$ cat src/sv/clipped_font_glyph_blitter_unit_defines.svh
// ----------------------------------------------------------------------------
// Assertion macros for the clipped font glyph blitter
// Shared property shapes used by the concurrent checks in the RTL.
// ----------------------------------------------------------------------------
`ifndef CLIPPED_FONT_GLYPH_BLITTER_UNIT_DEFINES_SVH
`define CLIPPED_FONT_GLYPH_BLITTER_UNIT_DEFINES_SVH

// Same-cycle implication, disabled while reset is held.
`define CFGB_ASSERT_IMPL(label, clk, rst_n, ante, cons) \
  label: assert property (@(posedge clk) disable iff (!rst_n) (ante) |-> (cons)) \
    else $error("cfgb check failed");

// Next-cycle implication, disabled while reset is held.
`define CFGB_ASSERT_NEXT(label, clk, rst_n, ante, cons) \
  label: assert property (@(posedge clk) disable iff (!rst_n) (ante) |=> (cons)) \
    else $error("cfgb check failed");

`endif

$ cat src/sv/cfgb_pkg.sv
// ----------------------------------------------------------------------------
// cfgb_pkg
// Types, constants and the 3x5 font ROM shared by the glyph blitter modules.
// ----------------------------------------------------------------------------
`default_nettype none

package cfgb_pkg;

  // Fixed geometry of the font cell and the pen.
  localparam int CELL_W       = 3;
  localparam int CELL_H       = 5;
  localparam int PEN_STEP     = 4;
  localparam int FIRST_CODE   = 33;
  localparam int ROM_SIZE     = 94;
  localparam int GLYPH_COUNT  = 94;
  localparam int FB_ADDR_BITS = 20;
  localparam int PIX_ADDR_W   = 20;
  localparam int QUEUE_DEPTH  = 4;

  // Address mask: the framebuffer address width, then the result field width.
  localparam logic [PIX_ADDR_W-1:0] PIX_ADDR_MASK =
    (FB_ADDR_BITS >= PIX_ADDR_W) ? {PIX_ADDR_W{1'b1}} :
    PIX_ADDR_W'((64'd1 << FB_ADDR_BITS) - 64'd1);

  // Reset values of the configuration registers.
  localparam logic [10:0] FB_WIDTH_RST    = 11'd128;
  localparam logic [10:0] FB_HEIGHT_RST   = 11'd64;
  localparam logic [10:0] LINE_STRIDE_RST = 11'd128;

  // Configuration register indexes.
  typedef enum logic [2:0] {
    REG_SRC_OFFSET_X = 3'd0,
    REG_SRC_OFFSET_Y = 3'd1,
    REG_FB_WIDTH     = 3'd2,
    REG_FB_HEIGHT    = 3'd3,
    REG_LINE_STRIDE  = 3'd4
  } cfg_reg_e;

  // Input transaction payload.
  typedef struct packed {
    logic [7:0] char_code;
    logic       string_start;
  } in_item_t;

  // Result transaction payload.
  typedef struct packed {
    logic [PIX_ADDR_W-1:0] pixel_addr;
    logic                  pixel_on;
    logic                  last_pixel;
  } out_item_t;

  // Live configuration seen by the front and back ends.
  typedef struct packed {
    logic signed [15:0] src_offset_x;
    logic signed [15:0] src_offset_y;
    logic [10:0]        fb_width;
    logic [10:0]        fb_height;
    logic [10:0]        line_stride;
  } cfg_t;

  // One classified character: glyph, visible row/column window, first address.
  typedef struct packed {
    logic [14:0]           glyph;
    logic [2:0]            first_row;
    logic [2:0]            last_row;
    logic [1:0]            first_col;
    logic [1:0]            last_col;
    logic [PIX_ADDR_W-1:0] addr;
  } q_entry_t;

  // Glyph bitmaps, bit index row*3+column, for codes 33 upward.
  localparam logic [14:0] FONT_ROM [0:ROM_SIZE-1] = '{
    15'h4124, 15'h002D, 15'h5F7D, 15'h7DDF, 15'h52A5, 15'h73CB, 15'h0024, 15'h4494,
    15'h2922, 15'h0155, 15'h05D0, 15'h4C00, 15'h01C0, 15'h4000, 15'h12A4, 15'h2B6A,
    15'h749A, 15'h72A3, 15'h79A7, 15'h49ED, 15'h39CF, 15'h7BCE, 15'h12A7, 15'h7BEF,
    15'h39EF, 15'h0820, 15'h4C20, 15'h4454, 15'h0E38, 15'h1511, 15'h21A7, 15'h736F,
    15'h5BEF, 15'h3AEB, 15'h624E, 15'h3B6B, 15'h73CF, 15'h13CF, 15'h6B4E, 15'h5BED,
    15'h7497, 15'h7B24, 15'h5AED, 15'h7249, 15'h5B7D, 15'h5B6F, 15'h7B6F, 15'h13EF,
    15'h76DB, 15'h5AEB, 15'h388E, 15'h2497, 15'h7B6D, 15'h3B6D, 15'h5F6D, 15'h5AAD,
    15'h25ED, 15'h72A7, 15'h6496, 15'h4889, 15'h6926, 15'h016A, 15'h7000, 15'h0022,
    15'h7BE7, 15'h7BC9, 15'h73C0, 15'h7BE4, 15'h73EF, 15'h25D6, 15'h79FC, 15'h5BC9,
    15'h4904, 15'h7904, 15'h5749, 15'h6493, 15'h5FC0, 15'h5BC0, 15'h7BC0, 15'h1F78,
    15'h4F78, 15'h13C0, 15'h7CF8, 15'h24BA, 15'h7B40, 15'h3B40, 15'h7F40, 15'h5540,
    15'h79ED, 15'h77B8, 15'h6456, 15'h4924, 15'h3513, 15'h001E
  };

  // Glyph for a character code; codes without a ROM entry are blank.
  function automatic logic [14:0] glyph_lookup(input logic [7:0] code);
    logic [7:0]  idx;
    logic [14:0] bits;
    idx  = code - 8'(FIRST_CODE);
    bits = '0;
    if ((code >= 8'(FIRST_CODE)) && (idx < 8'(GLYPH_COUNT)) && (idx < 8'(ROM_SIZE))) begin
      bits = FONT_ROM[idx[6:0]];
    end
    return bits;
  endfunction

endpackage

`default_nettype wire

$ cat src/sv/cfgb_front.sv
// ----------------------------------------------------------------------------
// cfgb_front
// Accepts characters, tracks the pen column, looks up the glyph and clips the
// cell against the framebuffer, then queues the visible window.
// ----------------------------------------------------------------------------
`default_nettype none

module cfgb_front (
  input  wire logic               clk,
  input  wire logic               rst_n,
  input  wire logic               in_push,
  output logic                    in_full,
  input  wire cfgb_pkg::in_item_t in_data,
  input  wire cfgb_pkg::cfg_t     cfg,
  input  wire logic               q_full,
  output logic                    q_push,
  output cfgb_pkg::q_entry_t      q_wdata
);

  // Pen and stage registers.
  logic [15:0]               pen_r, pen_nxt;
  logic                      s1_valid_r, s2_valid_r, s3_valid_r;
  logic [14:0]               s1_glyph_r, s2_glyph_r;
  logic signed [17:0]        s1_col0_r, s1_row0_r;
  logic [4:0]                s2_rowmask_r;
  logic [2:0]                s2_colmask_r;
  logic [cfgb_pkg::PIX_ADDR_W-1:0] s2_base_r;
  logic                      s3_vis_r;
  cfgb_pkg::q_entry_t        s3_entry_r;

  logic                      accept, adv, stall;
  logic [15:0]               pen_eff;
  logic signed [17:0]        col0_nxt, row0_nxt;
  logic [4:0]                rowmask_nxt;
  logic [2:0]                colmask_nxt;
  logic signed [29:0]        row_prod;
  logic [cfgb_pkg::PIX_ADDR_W-1:0] base_nxt;
  logic [2:0]                fi, li;
  logic [1:0]                fj, lj;
  cfgb_pkg::q_entry_t        entry_nxt;
  logic                      vis_nxt;

  // The pipeline holds only when a visible character waits on a full queue.
  assign stall   = s3_valid_r && s3_vis_r && q_full;
  assign adv     = !stall;
  assign in_full = stall;
  assign accept  = in_push && !stall;
  assign q_push  = s3_valid_r && s3_vis_r && !q_full;
  assign q_wdata = s3_entry_r;

  // Stage 1: pen update, glyph lookup and cell origin.
  always_comb begin
    pen_eff  = in_data.string_start ? 16'd0 : pen_r;
    pen_nxt  = pen_eff + 16'(cfgb_pkg::PEN_STEP);
    col0_nxt = $signed({2'b00, pen_eff}) -
               $signed({{2{cfg.src_offset_x[15]}}, cfg.src_offset_x});
    row0_nxt = 18'sd0 - $signed({{2{cfg.src_offset_y[15]}}, cfg.src_offset_y});
  end

  // Stage 2: row and column visibility, and the address of the cell origin.
  always_comb begin
    logic signed [17:0] r;
    logic signed [17:0] c;
    for (int i = 0; i < cfgb_pkg::CELL_H; i++) begin
      r = s1_row0_r + 18'(i);
      rowmask_nxt[i] = !r[17] && (r[16:0] < {6'b0, cfg.fb_height});
    end
    for (int j = 0; j < cfgb_pkg::CELL_W; j++) begin
      c = s1_col0_r + 18'(j);
      colmask_nxt[j] = !c[17] && (c[16:0] < {6'b0, cfg.fb_width});
    end
    row_prod = s1_row0_r * $signed({1'b0, cfg.line_stride});
    base_nxt = row_prod[cfgb_pkg::PIX_ADDR_W-1:0] +
               cfgb_pkg::PIX_ADDR_W'({{2{s1_col0_r[17]}}, s1_col0_r});
  end

  // Stage 3: the visible window is contiguous; find its corners.
  always_comb begin
    fi = 3'd0;
    li = 3'd0;
    fj = 2'd0;
    lj = 2'd0;
    for (int i = cfgb_pkg::CELL_H - 1; i >= 0; i--) begin
      if (s2_rowmask_r[i]) begin
        fi = 3'(i);
      end
    end
    for (int i = 0; i < cfgb_pkg::CELL_H; i++) begin
      if (s2_rowmask_r[i]) begin
        li = 3'(i);
      end
    end
    for (int j = cfgb_pkg::CELL_W - 1; j >= 0; j--) begin
      if (s2_colmask_r[j]) begin
        fj = 2'(j);
      end
    end
    for (int j = 0; j < cfgb_pkg::CELL_W; j++) begin
      if (s2_colmask_r[j]) begin
        lj = 2'(j);
      end
    end
    vis_nxt             = (s2_rowmask_r != 5'd0) && (s2_colmask_r != 3'd0);
    entry_nxt.glyph     = s2_glyph_r;
    entry_nxt.first_row = fi;
    entry_nxt.last_row  = li;
    entry_nxt.first_col = fj;
    entry_nxt.last_col  = lj;
    entry_nxt.addr      = s2_base_r +
                          cfgb_pkg::PIX_ADDR_W'(fi) *
                          cfgb_pkg::PIX_ADDR_W'(cfg.line_stride) +
                          cfgb_pkg::PIX_ADDR_W'(fj);
  end

  // Control state.
  always_ff @(posedge clk) begin
    if (!rst_n) begin
      pen_r      <= 16'd0;
      s1_valid_r <= 1'b0;
      s2_valid_r <= 1'b0;
      s3_valid_r <= 1'b0;
    end else begin
      if (accept) begin
        pen_r <= pen_nxt;
      end
      if (adv) begin
        s1_valid_r <= accept;
        s2_valid_r <= s1_valid_r;
        s3_valid_r <= s2_valid_r;
      end
    end
  end

  // Payload stages.
  always_ff @(posedge clk) begin
    if (adv) begin
      s1_glyph_r   <= cfgb_pkg::glyph_lookup(in_data.char_code);
      s1_col0_r    <= col0_nxt;
      s1_row0_r    <= row0_nxt;
      s2_glyph_r   <= s1_glyph_r;
      s2_rowmask_r <= rowmask_nxt;
      s2_colmask_r <= colmask_nxt;
      s2_base_r    <= base_nxt;
      s3_vis_r     <= vis_nxt;
      s3_entry_r   <= entry_nxt;
    end
  end

endmodule

`default_nettype wire

$ cat src/sv/cfgb_queue.sv
// ----------------------------------------------------------------------------
// cfgb_queue
// Small first-in first-out buffer between the classifier and the pixel writer.
// ----------------------------------------------------------------------------
`default_nettype none

module cfgb_queue #(
  parameter int QDEPTH = cfgb_pkg::QUEUE_DEPTH
) (
  input  wire logic               clk,
  input  wire logic               rst_n,
  input  wire logic               push,
  input  wire cfgb_pkg::q_entry_t wdata,
  output logic                    full,
  input  wire logic               pop,
  output cfgb_pkg::q_entry_t      rdata,
  output logic                    empty
);

  localparam int PW = (QDEPTH > 1) ? $clog2(QDEPTH) : 1;
  localparam int CW = $clog2(QDEPTH + 1);

  cfgb_pkg::q_entry_t mem_r [QDEPTH];
  logic [PW-1:0]      wr_ptr_r, rd_ptr_r;
  logic [CW-1:0]      count_r;

  assign full  = (count_r == CW'(QDEPTH));
  assign empty = (count_r == '0);
  assign rdata = mem_r[rd_ptr_r];

  // Pointers and fill count.
  always_ff @(posedge clk) begin
    if (!rst_n) begin
      wr_ptr_r <= '0;
      rd_ptr_r <= '0;
      count_r  <= '0;
    end else begin
      if (push) begin
        wr_ptr_r <= (wr_ptr_r == PW'(QDEPTH - 1)) ? '0 : wr_ptr_r + 1'b1;
      end
      if (pop) begin
        rd_ptr_r <= (rd_ptr_r == PW'(QDEPTH - 1)) ? '0 : rd_ptr_r + 1'b1;
      end
      if (push && !pop) begin
        count_r <= count_r + 1'b1;
      end else if (pop && !push) begin
        count_r <= count_r - 1'b1;
      end
    end
  end

  // Entry storage.
  always_ff @(posedge clk) begin
    if (push) begin
      mem_r[wr_ptr_r] <= wdata;
    end
  end

endmodule

`default_nettype wire

$ cat src/sv/cfgb_back.sv
// ----------------------------------------------------------------------------
// cfgb_back
// Walks the visible window of each queued character and issues one pixel
// write per cycle through an output register, while that register is empty or popped.
// ----------------------------------------------------------------------------
`default_nettype none

module cfgb_back (
  input  wire logic               clk,
  input  wire logic               rst_n,
  input  wire cfgb_pkg::cfg_t     cfg,
  input  wire cfgb_pkg::q_entry_t q_rdata,
  input  wire logic               q_empty,
  output logic                    q_pop,
  output logic                    out_empty,
  input  wire logic               out_pop,
  output cfgb_pkg::out_item_t     out_data
);

  localparam int AW = cfgb_pkg::PIX_ADDR_W;

  // Pixel walker and output register.
  logic                gen_valid_r;
  logic [14:0]         glyph_r;
  logic [2:0]          gy_r, last_row_r;
  logic [1:0]          gx_r, first_col_r, last_col_r;
  logic [AW-1:0]       addr_r, row_addr_r;
  logic                out_valid_r;
  cfgb_pkg::out_item_t out_data_r;

  logic                out_adv, fire, gen_last, load;
  logic [3:0]          bit_idx;
  logic [AW-1:0]       next_row_addr;

  assign out_adv       = !out_valid_r || out_pop;
  assign gen_last      = (gy_r == last_row_r) && (gx_r == last_col_r);
  assign fire          = gen_valid_r && out_adv;
  assign load          = !q_empty && (!gen_valid_r || (fire && gen_last));
  assign q_pop         = load;
  assign bit_idx       = {gy_r, 1'b0} + {1'b0, gy_r} + {2'b00, gx_r};
  assign next_row_addr = row_addr_r + AW'(cfg.line_stride);
  assign out_empty     = !out_valid_r;
  assign out_data      = out_data_r;

  // Control state.
  always_ff @(posedge clk) begin
    if (!rst_n) begin
      gen_valid_r <= 1'b0;
      out_valid_r <= 1'b0;
    end else begin
      if (load) begin
        gen_valid_r <= 1'b1;
      end else if (fire && gen_last) begin
        gen_valid_r <= 1'b0;
      end
      if (out_adv) begin
        out_valid_r <= gen_valid_r;
      end
    end
  end

  // Walker position: left to right, then down one row.
  always_ff @(posedge clk) begin
    if (load) begin
      glyph_r     <= q_rdata.glyph;
      gy_r        <= q_rdata.first_row;
      gx_r        <= q_rdata.first_col;
      first_col_r <= q_rdata.first_col;
      last_row_r  <= q_rdata.last_row;
      last_col_r  <= q_rdata.last_col;
      addr_r      <= q_rdata.addr;
      row_addr_r  <= q_rdata.addr;
    end else if (fire) begin
      if (gx_r == last_col_r) begin
        gy_r       <= gy_r + 3'd1;
        gx_r       <= first_col_r;
        row_addr_r <= next_row_addr;
        addr_r     <= next_row_addr;
      end else begin
        gx_r   <= gx_r + 2'd1;
        addr_r <= addr_r + AW'(1);
      end
    end
  end

  // Result register.
  always_ff @(posedge clk) begin
    if (fire) begin
      out_data_r.pixel_addr <= addr_r & cfgb_pkg::PIX_ADDR_MASK;
      out_data_r.pixel_on   <= glyph_r[bit_idx];
      out_data_r.last_pixel <= gen_last;
    end
  end

endmodule

`default_nettype wire

$ cat src/sv/clipped_font_glyph_blitter_unit.sv
// ----------------------------------------------------------------------------
// clipped_font_glyph_blitter_unit
// An accepted character passes the front-end stage registers, the queue and
// the walker before its output register puts the first pixel write on the ports.
// Throughput: one pixel write per cycle from the back-end walker while the result
// register is empty or popped; a character with n visible pixels (1 to 15) gives n.
// Reset: synchronous, active low; clears pen column, queue and valid flags.
// ----------------------------------------------------------------------------
`default_nettype none

`include "clipped_font_glyph_blitter_unit_defines.svh"

module clipped_font_glyph_blitter_unit #(
  parameter int QDEPTH = cfgb_pkg::QUEUE_DEPTH
) (
  input  wire logic                clk,
  input  wire logic                rst_n,
  input  wire logic                in_push,
  output logic                     in_full,
  input  wire cfgb_pkg::in_item_t  in_data,
  output logic                     out_empty,
  input  wire logic                out_pop,
  output cfgb_pkg::out_item_t      out_data,
  input  wire logic                cfg_we,
  input  wire logic [2:0]          cfg_index,
  input  wire logic [15:0]         cfg_wdata
);

  cfgb_pkg::cfg_t     cfg_r;
  logic               q_push, q_pop, q_full, q_empty;
  cfgb_pkg::q_entry_t q_wdata, q_rdata;

  // Configuration registers; unknown indexes are ignored.
  always_ff @(posedge clk) begin
    if (!rst_n) begin
      cfg_r.src_offset_x <= 16'sd0;
      cfg_r.src_offset_y <= 16'sd0;
      cfg_r.fb_width     <= cfgb_pkg::FB_WIDTH_RST;
      cfg_r.fb_height    <= cfgb_pkg::FB_HEIGHT_RST;
      cfg_r.line_stride  <= cfgb_pkg::LINE_STRIDE_RST;
    end else if (cfg_we) begin
      unique case (cfg_index)
        cfgb_pkg::REG_SRC_OFFSET_X: cfg_r.src_offset_x <= $signed(cfg_wdata);
        cfgb_pkg::REG_SRC_OFFSET_Y: cfg_r.src_offset_y <= $signed(cfg_wdata);
        cfgb_pkg::REG_FB_WIDTH:     cfg_r.fb_width     <= cfg_wdata[10:0];
        cfgb_pkg::REG_FB_HEIGHT:    cfg_r.fb_height    <= cfg_wdata[10:0];
        cfgb_pkg::REG_LINE_STRIDE:  cfg_r.line_stride  <= cfg_wdata[10:0];
        default: ;
      endcase
    end
  end

  // Front end: accept and classify.
  cfgb_front u_front (
    .clk     (clk),
    .rst_n   (rst_n),
    .in_push (in_push),
    .in_full (in_full),
    .in_data (in_data),
    .cfg     (cfg_r),
    .q_full  (q_full),
    .q_push  (q_push),
    .q_wdata (q_wdata)
  );

  // Decoupling queue.
  cfgb_queue #(
    .QDEPTH (QDEPTH)
  ) u_queue (
    .clk   (clk),
    .rst_n (rst_n),
    .push  (q_push),
    .wdata (q_wdata),
    .full  (q_full),
    .pop   (q_pop),
    .rdata (q_rdata),
    .empty (q_empty)
  );

  // Back end: pixel writes.
  cfgb_back u_back (
    .clk       (clk),
    .rst_n     (rst_n),
    .cfg       (cfg_r),
    .q_rdata   (q_rdata),
    .q_empty   (q_empty),
    .q_pop     (q_pop),
    .out_empty (out_empty),
    .out_pop   (out_pop),
    .out_data  (out_data)
  );

  // The queue is never written when full nor read when empty, and the front
  // end only holds off new characters because the queue is full.
  `CFGB_ASSERT_IMPL(a_no_push_full, clk, rst_n, q_push, !q_full)
  `CFGB_ASSERT_IMPL(a_no_pop_empty, clk, rst_n, q_pop, !q_empty)
  `CFGB_ASSERT_IMPL(a_stall_cause, clk, rst_n, in_full, q_full)

endmodule

`default_nettype wire
$ cat config.mk
export PLATFORM = sky130hd
export DESIGN_NAME = clipped_font_glyph_blitter_unit
export DESIGN_NICKNAME = d
export VERILOG_FILES = /design/src/sv/cfgb_pkg.sv /design/src/sv/cfgb_front.sv /design/src/sv/cfgb_queue.sv /design/src/sv/cfgb_back.sv /design/src/sv/clipped_font_glyph_blitter_unit.sv
export VERILOG_INCLUDE_DIRS = /design/src /design/src/sv
export SDC_FILE = /design/constraint.sdc
export NUM_CORES = 1
export LEC_CHECK = 0
export BUFFER_PORTS_ARGS = -buffer_cell sky130_fd_sc_hd__buf_2
export CAP_MARGIN = 15
export CORE_UTILIZATION = 62
export DETAILED_ROUTE_END_ITERATION = 16
export HOLD_SLACK_MARGIN = 0.1
export MAX_ROUTING_LAYER = met4
export PLACE_DENSITY = 0.78
export SKIP_LAST_GASP = 1
export SLEW_MARGIN = 40
export SYNTH_ARGS = -nofsm -noshare
export SYNTH_HDL_FRONTEND = slang
export SYNTH_HIERARCHICAL = 1
export SYNTH_SLANG_ARGS = --single-unit
$ cat constraint.sdc
create_clock -name clk -period 7.3 [get_ports clk]
set_clock_uncertainty 0.2 [all_clocks]
set_input_delay 1.095 -clock clk [delete_from_list [all_inputs] [get_ports clk]]
set_output_delay 1.095 -clock clk [all_outputs]
set_load 0.05 [all_outputs]
### Word level (Yosys, flattened, before mapping)

Memory sizes are Yosys's and may differ from the RTL's. A register that Yosys moved wholly into a read port is not among the register bits.
Index checks and enable logic that the tools add are counted.

* add/subtract/negate cells: 23
* multipliers: 2
* order comparisons: 11
* equality and inequality tests: 9
* mux-type cells: 37
* bitwise gates (word level): 1
* reductions and logical operators: 54

Operator list (number)
* < comparator 17 x 11 -> 1 bit: 8
* two-way mux 20 bit: 6
* adder 17 x 3 -> 18 bit, second input constant: 2
* two-way mux 3 bit: 10
* two-way mux 2 bit: 12
* logical AND 1 bit: 21
* adder 20 x 1 -> 20 bit, second input constant: 1
* adder 20 x 11 -> 20 bit: 1
* adder 20 x 14 -> 20 bit: 1
* adder 20 x 2 -> 20 bit: 1
* adder 20 bit: 1
* multiplier 17 x 12 -> 20 bit: 1
* adder 17 x 2 -> 18 bit, second input constant: 1
* adder 17 x 4 -> 18 bit, second input constant: 1
* adder 18 x 2 -> 18 bit, second input constant: 1
* adder 18 x 3 -> 18 bit, second input constant: 1
* subtractor 17 x 16 -> 18 bit: 1
* logical NOT 1 bit: 17
* subtractor 1 x 16 -> 17 bit, first input constant: 1
* adder 16 x 3 -> 16 bit, second input constant: 1
* two-way mux 16 bit: 1
* multiplier 3 x 11 -> 14 bit: 1
* AND reduction 2 bit: 6
* greater-or-equal comparator 8 x 6 -> 1 bit, second input constant: 1
* other kinds (22): 39

* bits in registers: 306
* RAM bits: 180
* ROM bits: 1920
* output and inout bits: 24
* logic and storage cells: 177
* memories kept: 2

Memory list
* (name not given): words 128, bits a word 15, rd ports 1, clocked after Yosys merged registers in 1, wr ports 0, line cfgb_pkg.sv:94 `bits = FONT_ROM[idx[6:0]];`
* u_queue.mem_r: words 4, bits a word 45, rd ports 1, clocked after Yosys merged registers in 1, wr ports 1, line cfgb_queue.sv:23 `cfgb_pkg::q_entry_t mem_r [QDEPTH];`

### Longest topological paths before layout

* depth in word-level cells: 9
* gate-level depth with buffers: 21

### Modules after synthesis

Netlist, hierarchy kept.

By module, submodules not included
* cfgb_front: instances 1, cells an instance 2178, area each 19170.9 um^2
* cfgb_queue: instances 1, cells an instance 279, area each 7011.7 um^2
* cfgb_back: instances 1, cells an instance 426, area each 4848.4 um^2
* clipped_font_glyph_blitter_unit: instances 1, cells an instance 234, area each 2414.8 um^2

### Worst setup path after synthesis

OpenSTA, ideal clock, no wires.

* path type: reg2out
* start point: register u_queue.count_r[1]
* end point: output in_full
* arrival: 5748 ps
* path slack: 257 ps
* stages on the path, launching flop included: 4
* path buffers: 0
* path through: dfxtp_1 -> nor3b_1 -> nand3_1 -> inv_1

* cells in the longest elaborated chain, start to end: 2

RTL lines
* start, declared: line cfgb_queue.sv:25 `logic [CW-1:0] count_r;`
* start signal, assigned: line cfgb_queue.sv:45 `count_r <= count_r + 1'b1;`
* start signal, assigned: line cfgb_queue.sv:47 `count_r <= count_r - 1'b1;`
* equality test 3 bit: line cfgb_queue.sv:27 `assign full = (count_r == CW'(QDEPTH));`
* named net q_full: line clipped_font_glyph_blitter_unit.sv:30 `logic q_push, q_pop, q_full, q_empty;`
* logical AND 1 bit: line cfgb_front.sv:44 `assign stall = s3_valid_r && s3_vis_r && q_full;`
* end, declared: line clipped_font_glyph_blitter_unit.sv:19 `output logic in_full,`

The timed path passes the listed nets, and every way through them passes these cells.

### Final worst setup path

* start point: register u_front.s1_row0_r[6]
* end point: register u_front/s2_base_r[19] in the netlist's numbering (data pin)

* cells in the longest elaborated chain, start to end: 2

RTL lines
* start, declared: line cfgb_front.sv:24 `logic signed [17:0] s1_col0_r, s1_row0_r;`
* start signal, assigned: line cfgb_front.sv:139 `s1_row0_r <= row0_nxt;`
* multiplier 17 x 12 -> 20 bit: line cfgb_front.sv:72 `row_prod = s1_row0_r * $signed({1'b0, cfg.line_stride});`
* adder 20 bit: line cfgb_front.sv:73 `base_nxt = row_prod[cfgb_pkg::PIX_ADDR_W-1:0] +`
* named net u_front.base_nxt, one bit: line cfgb_front.sv:37 `logic [cfgb_pkg::PIX_ADDR_W-1:0] base_nxt;`
* end signal, assigned: line cfgb_front.sv:143 `s2_base_r <= base_nxt;`
* end, declared: line cfgb_front.sv:27 `logic [cfgb_pkg::PIX_ADDR_W-1:0] s2_base_r;`

The timed path passes the listed nets, and every way through them passes these cells.
A chain may end at the register's enable or synchronous reset.

==> flow_summary.json <==
{
  "grt_use_total_pct": 32.4,
  "antenna_found_initial": 0,
  "gp_congestion": 0.984,
  "cp-start-kind": "flop",
  "hpwl_um": 60300,
  "cts_buffer_depth": 3,
  "hold_depth": 0,
  "cts.sinks": 503,
  "fillers": 3874,
  "setup-violations-final": 0,
  "start_util_pct": 63.1,
  "r2r_start": "u_front/s1_row0_r[6]",
  "ys_warn_count": 6,
  "status": "complete, no violations",
  "drive_above_1_share_pct": 8.75,
  "grt_max_degree": 74,
  "dieArea_mm2": 0.0549,
  "antenna_cells": 0,
  "row_count": 84,
  "viasPerCell": 6.23,
  "clk_pin_slew_ps": 60,
  "stdcell_area_mm2": 0.0361,
  "synthDistinctLibCells": 101,
  "period_share_pct": 81.3,
  "multi_input_area_mm2": 0.0174,
  "vdd_drop_max_uv": 249,
  "synthCells": 3117,
  "hold_start": "u_front/s1_glyph_r[4]",
  "crit_type": "reg2reg",
  "cts_setup_buffers": 0,
  "fin_tns_setup_ps": 0,
  "design.core.area_mm2": 0.0530,
  "wl_per_cell_um": 22.3,
  "synth_seq_area_share_pct": 42.3,
  "area_growth_pct": 8.07,
  "rsz0062_at_grt": "false",
  "worstSkewPairLatency_ps": 630,
  "grt_pass1_vias": 23875,
  "pwr_density_cell_mw_per_mm2": 299,
  "finalHoldViolCount": 0,
  "die_h_um": 234,
  "crit_start": "u_front/s1_row0_r[6]",
  "layout_min_cycle_time_ps": 5940,
  "finish.utilization_pct": 68.2,
  "globalRouteOverflowTotal": 0,
  "end_kind": "flop",
  "cts_resized": 0,
  "cts_tree": "done",
  "port_buffers": 56,
  "num_io_pins": 57,
  "max_freq_ghz": 0.168,
  "avgSynthCellArea_um2": 10.7,
  "synth_edf_count": 408,
  "arrival_ps": 6110,
  "ctsHoldBuffers": 0,
  "vias": 23922,
  "critPathMaxFanout": 20,
  "ant_nets": 0,
  "finalMaxSlewViolations": 0,
  "netlist_area_mm2": 0.0334,
  "syn-num-nets": 3514,
  "grt_first_pass_wirelength_um": 133000,
  "synthArstFlopShare_pct": 0,
  "nets": 3507,
  "leakagePower_nw": 14.6,
  "slew_headroom_pct": 35.6,
  "drt-pass1-iter-count": 6,
  "regArea_mm2": 0.0142,
  "route.detailed.drc": 0,
  "clockRootBuffer": "clkbuf_16",
  "tightest_slew_ps": 956,
  "ys.flop_type": "edfxtp_1",
  "wl_um": 85600,
  "reg2regPathDepth": 17,
  "synth_seq_cells": 503,
  "cap_violations": 0,
  "dieWidth_um": 234,
  "crit_required_ps": 7470,
  "cts_max_level": 2,
  "holdCritPathClass": "reg2reg",
  "cts_buffers": 52,
  "first_iter_violations": 2432,
  "placed_area_mm2": 0.0342
}
flip-flops by register name (all words and copies together), names as in the netlist, 2 cells and up, named ones only:
signal and count:
u_queue/count_r 3, u_front/s2_colmask_r 3, u_back/last_row_r 3, cfg_r 65
u_front/s1_glyph_r 15, u_back/gx_r 2, u_front/s2_glyph_r 15, u_back/addr_r 20
u_back/row_addr_r 20, u_front/s1_col0_r 18, u_back/glyph_r 15, u_front/pen_r 16
u_front/q_wdata 45, u_back/first_col_r 2, u_front/s2_base_r 20, u_front/s2_rowmask_r 5
u_queue/wr_ptr_r 2, u_queue/mem_r 180, u_back/last_col_r 2, u_front/s1_row0_r 17
u_back/gy_r 3, u_back/out_data 22, u_queue/rd_ptr_r 2
worst paths after layout:
check	slack, ps	to
worst min-delay path	150	u_front/s2_glyph_r[4]
worst max-delay path	1360	u_front/s2_base_r[19]
worst min register to register	150	u_front/s2_glyph_r[4]
worst max register to register	1360	u_front/s2_base_r[19]
through the flow:
step	setup WS (ps)	hold WS, ps	std cells	power (mW)
2_1_floorplan	257	200	3117	6.78
3_3_place_gp	1650	201	3742	7.64
3_5_place_dp	1440	205	3743	7.79
4_1_cts	1440	149	3840	10.8
5_1_grt	1120	173	3841	11.3
6_report	1360	145	3841	10.8
synth_stat cells (all sizes together) (48+ instances only):
master  number  share of area [%]
clkbuf      91                1.1
nand2      329                3.7
nand3       75                1.1
and2       137                2.6
fa         156                9.3
o21ai      118                1.8
dfxtp       95                5.7
xor2        53                1.4
xnor2      131                3.5
a21oi      128                1.9
inv        332                3.7
buf         59                1.1
nor2b       48               0.90
nor2       165                1.9
edfxtp     408                 37
mux4        49                3.4
ha         208                7.8
mux2i       77                2.3
nor3        50               0.75
cell type report:
cell class	instances	share of cell area (%)
clock buffer	66	4.03
clock inverter	31	1.37
inverter	333	3.46
multi-input combinational	2131	48.1
sequential	503	39.2
tap	688	2.38
timing repair buffer	89	1.51
critical path: stages (launching register included):
cell	delay (ps)
edfxtp_1	910
nand2_1	170
fa_1	540
fa_1	540
inv_1	60
fa_1	470
fa_1	540
inv_1	50
fa_1	520
inv_1	40
ha_1	340
a21oi_1	150
o21ai_0	160
nor3_1	280
o21ai_0	180
a41oi_1	250
a21oi_1	120
xnor2_1	130
cells by family after synthesis:
family | share of synthesized area (%)
AO/OA/AOI/OAI | 10.3
adder cells (fa/ha/maj) | 17.1
buffers and inverters | 5.94
AND/OR/NAND/NOR | 13.8
multiplexers | 5.69
XOR/XNOR | 4.90
flip-flops | 42.3
cell usage in the layout, fill, tap and decap left out, types with 28 or more instances in the layout:
cell and n:
a21oi_1 127, a21o_1 28, nand3_1 74, mux2i_1 77, o21ai_0 114, buf_4 32, xnor2_1 128, mux4_2 44
nor3_1 50, clkbuf_16 53, nor2b_1 48, inv_1 330, ha_1 207, buf_2 55, nand4_1 31, nand2_1 328
dfxtp_1 93, and2_1 131, xor2_1 52, nor2_1 163, edfxtp_1 408, fa_1 156
power by group:
part,leakage [nW],internal (mW),switching [mW]
Sequential,4.86,3.90,0.467
Combinational,8.81,1.28,2.20
Clock,0.949,1.76,1.19
Total,14.6,6.94,3.86
routing by layer:
metal	vias to the layer above	wire length (µm)	global-route usage [%]	part of all wire, %
li1	10898	-	-	-
met3	198	6210	3.94	7.3
met1	11723	34600	41.5	40
met5	-	0	-	0
met4	0	2630	11.0	3.1
met2	1103	42200	53.4	49
(Power assumes the default switching activity.)
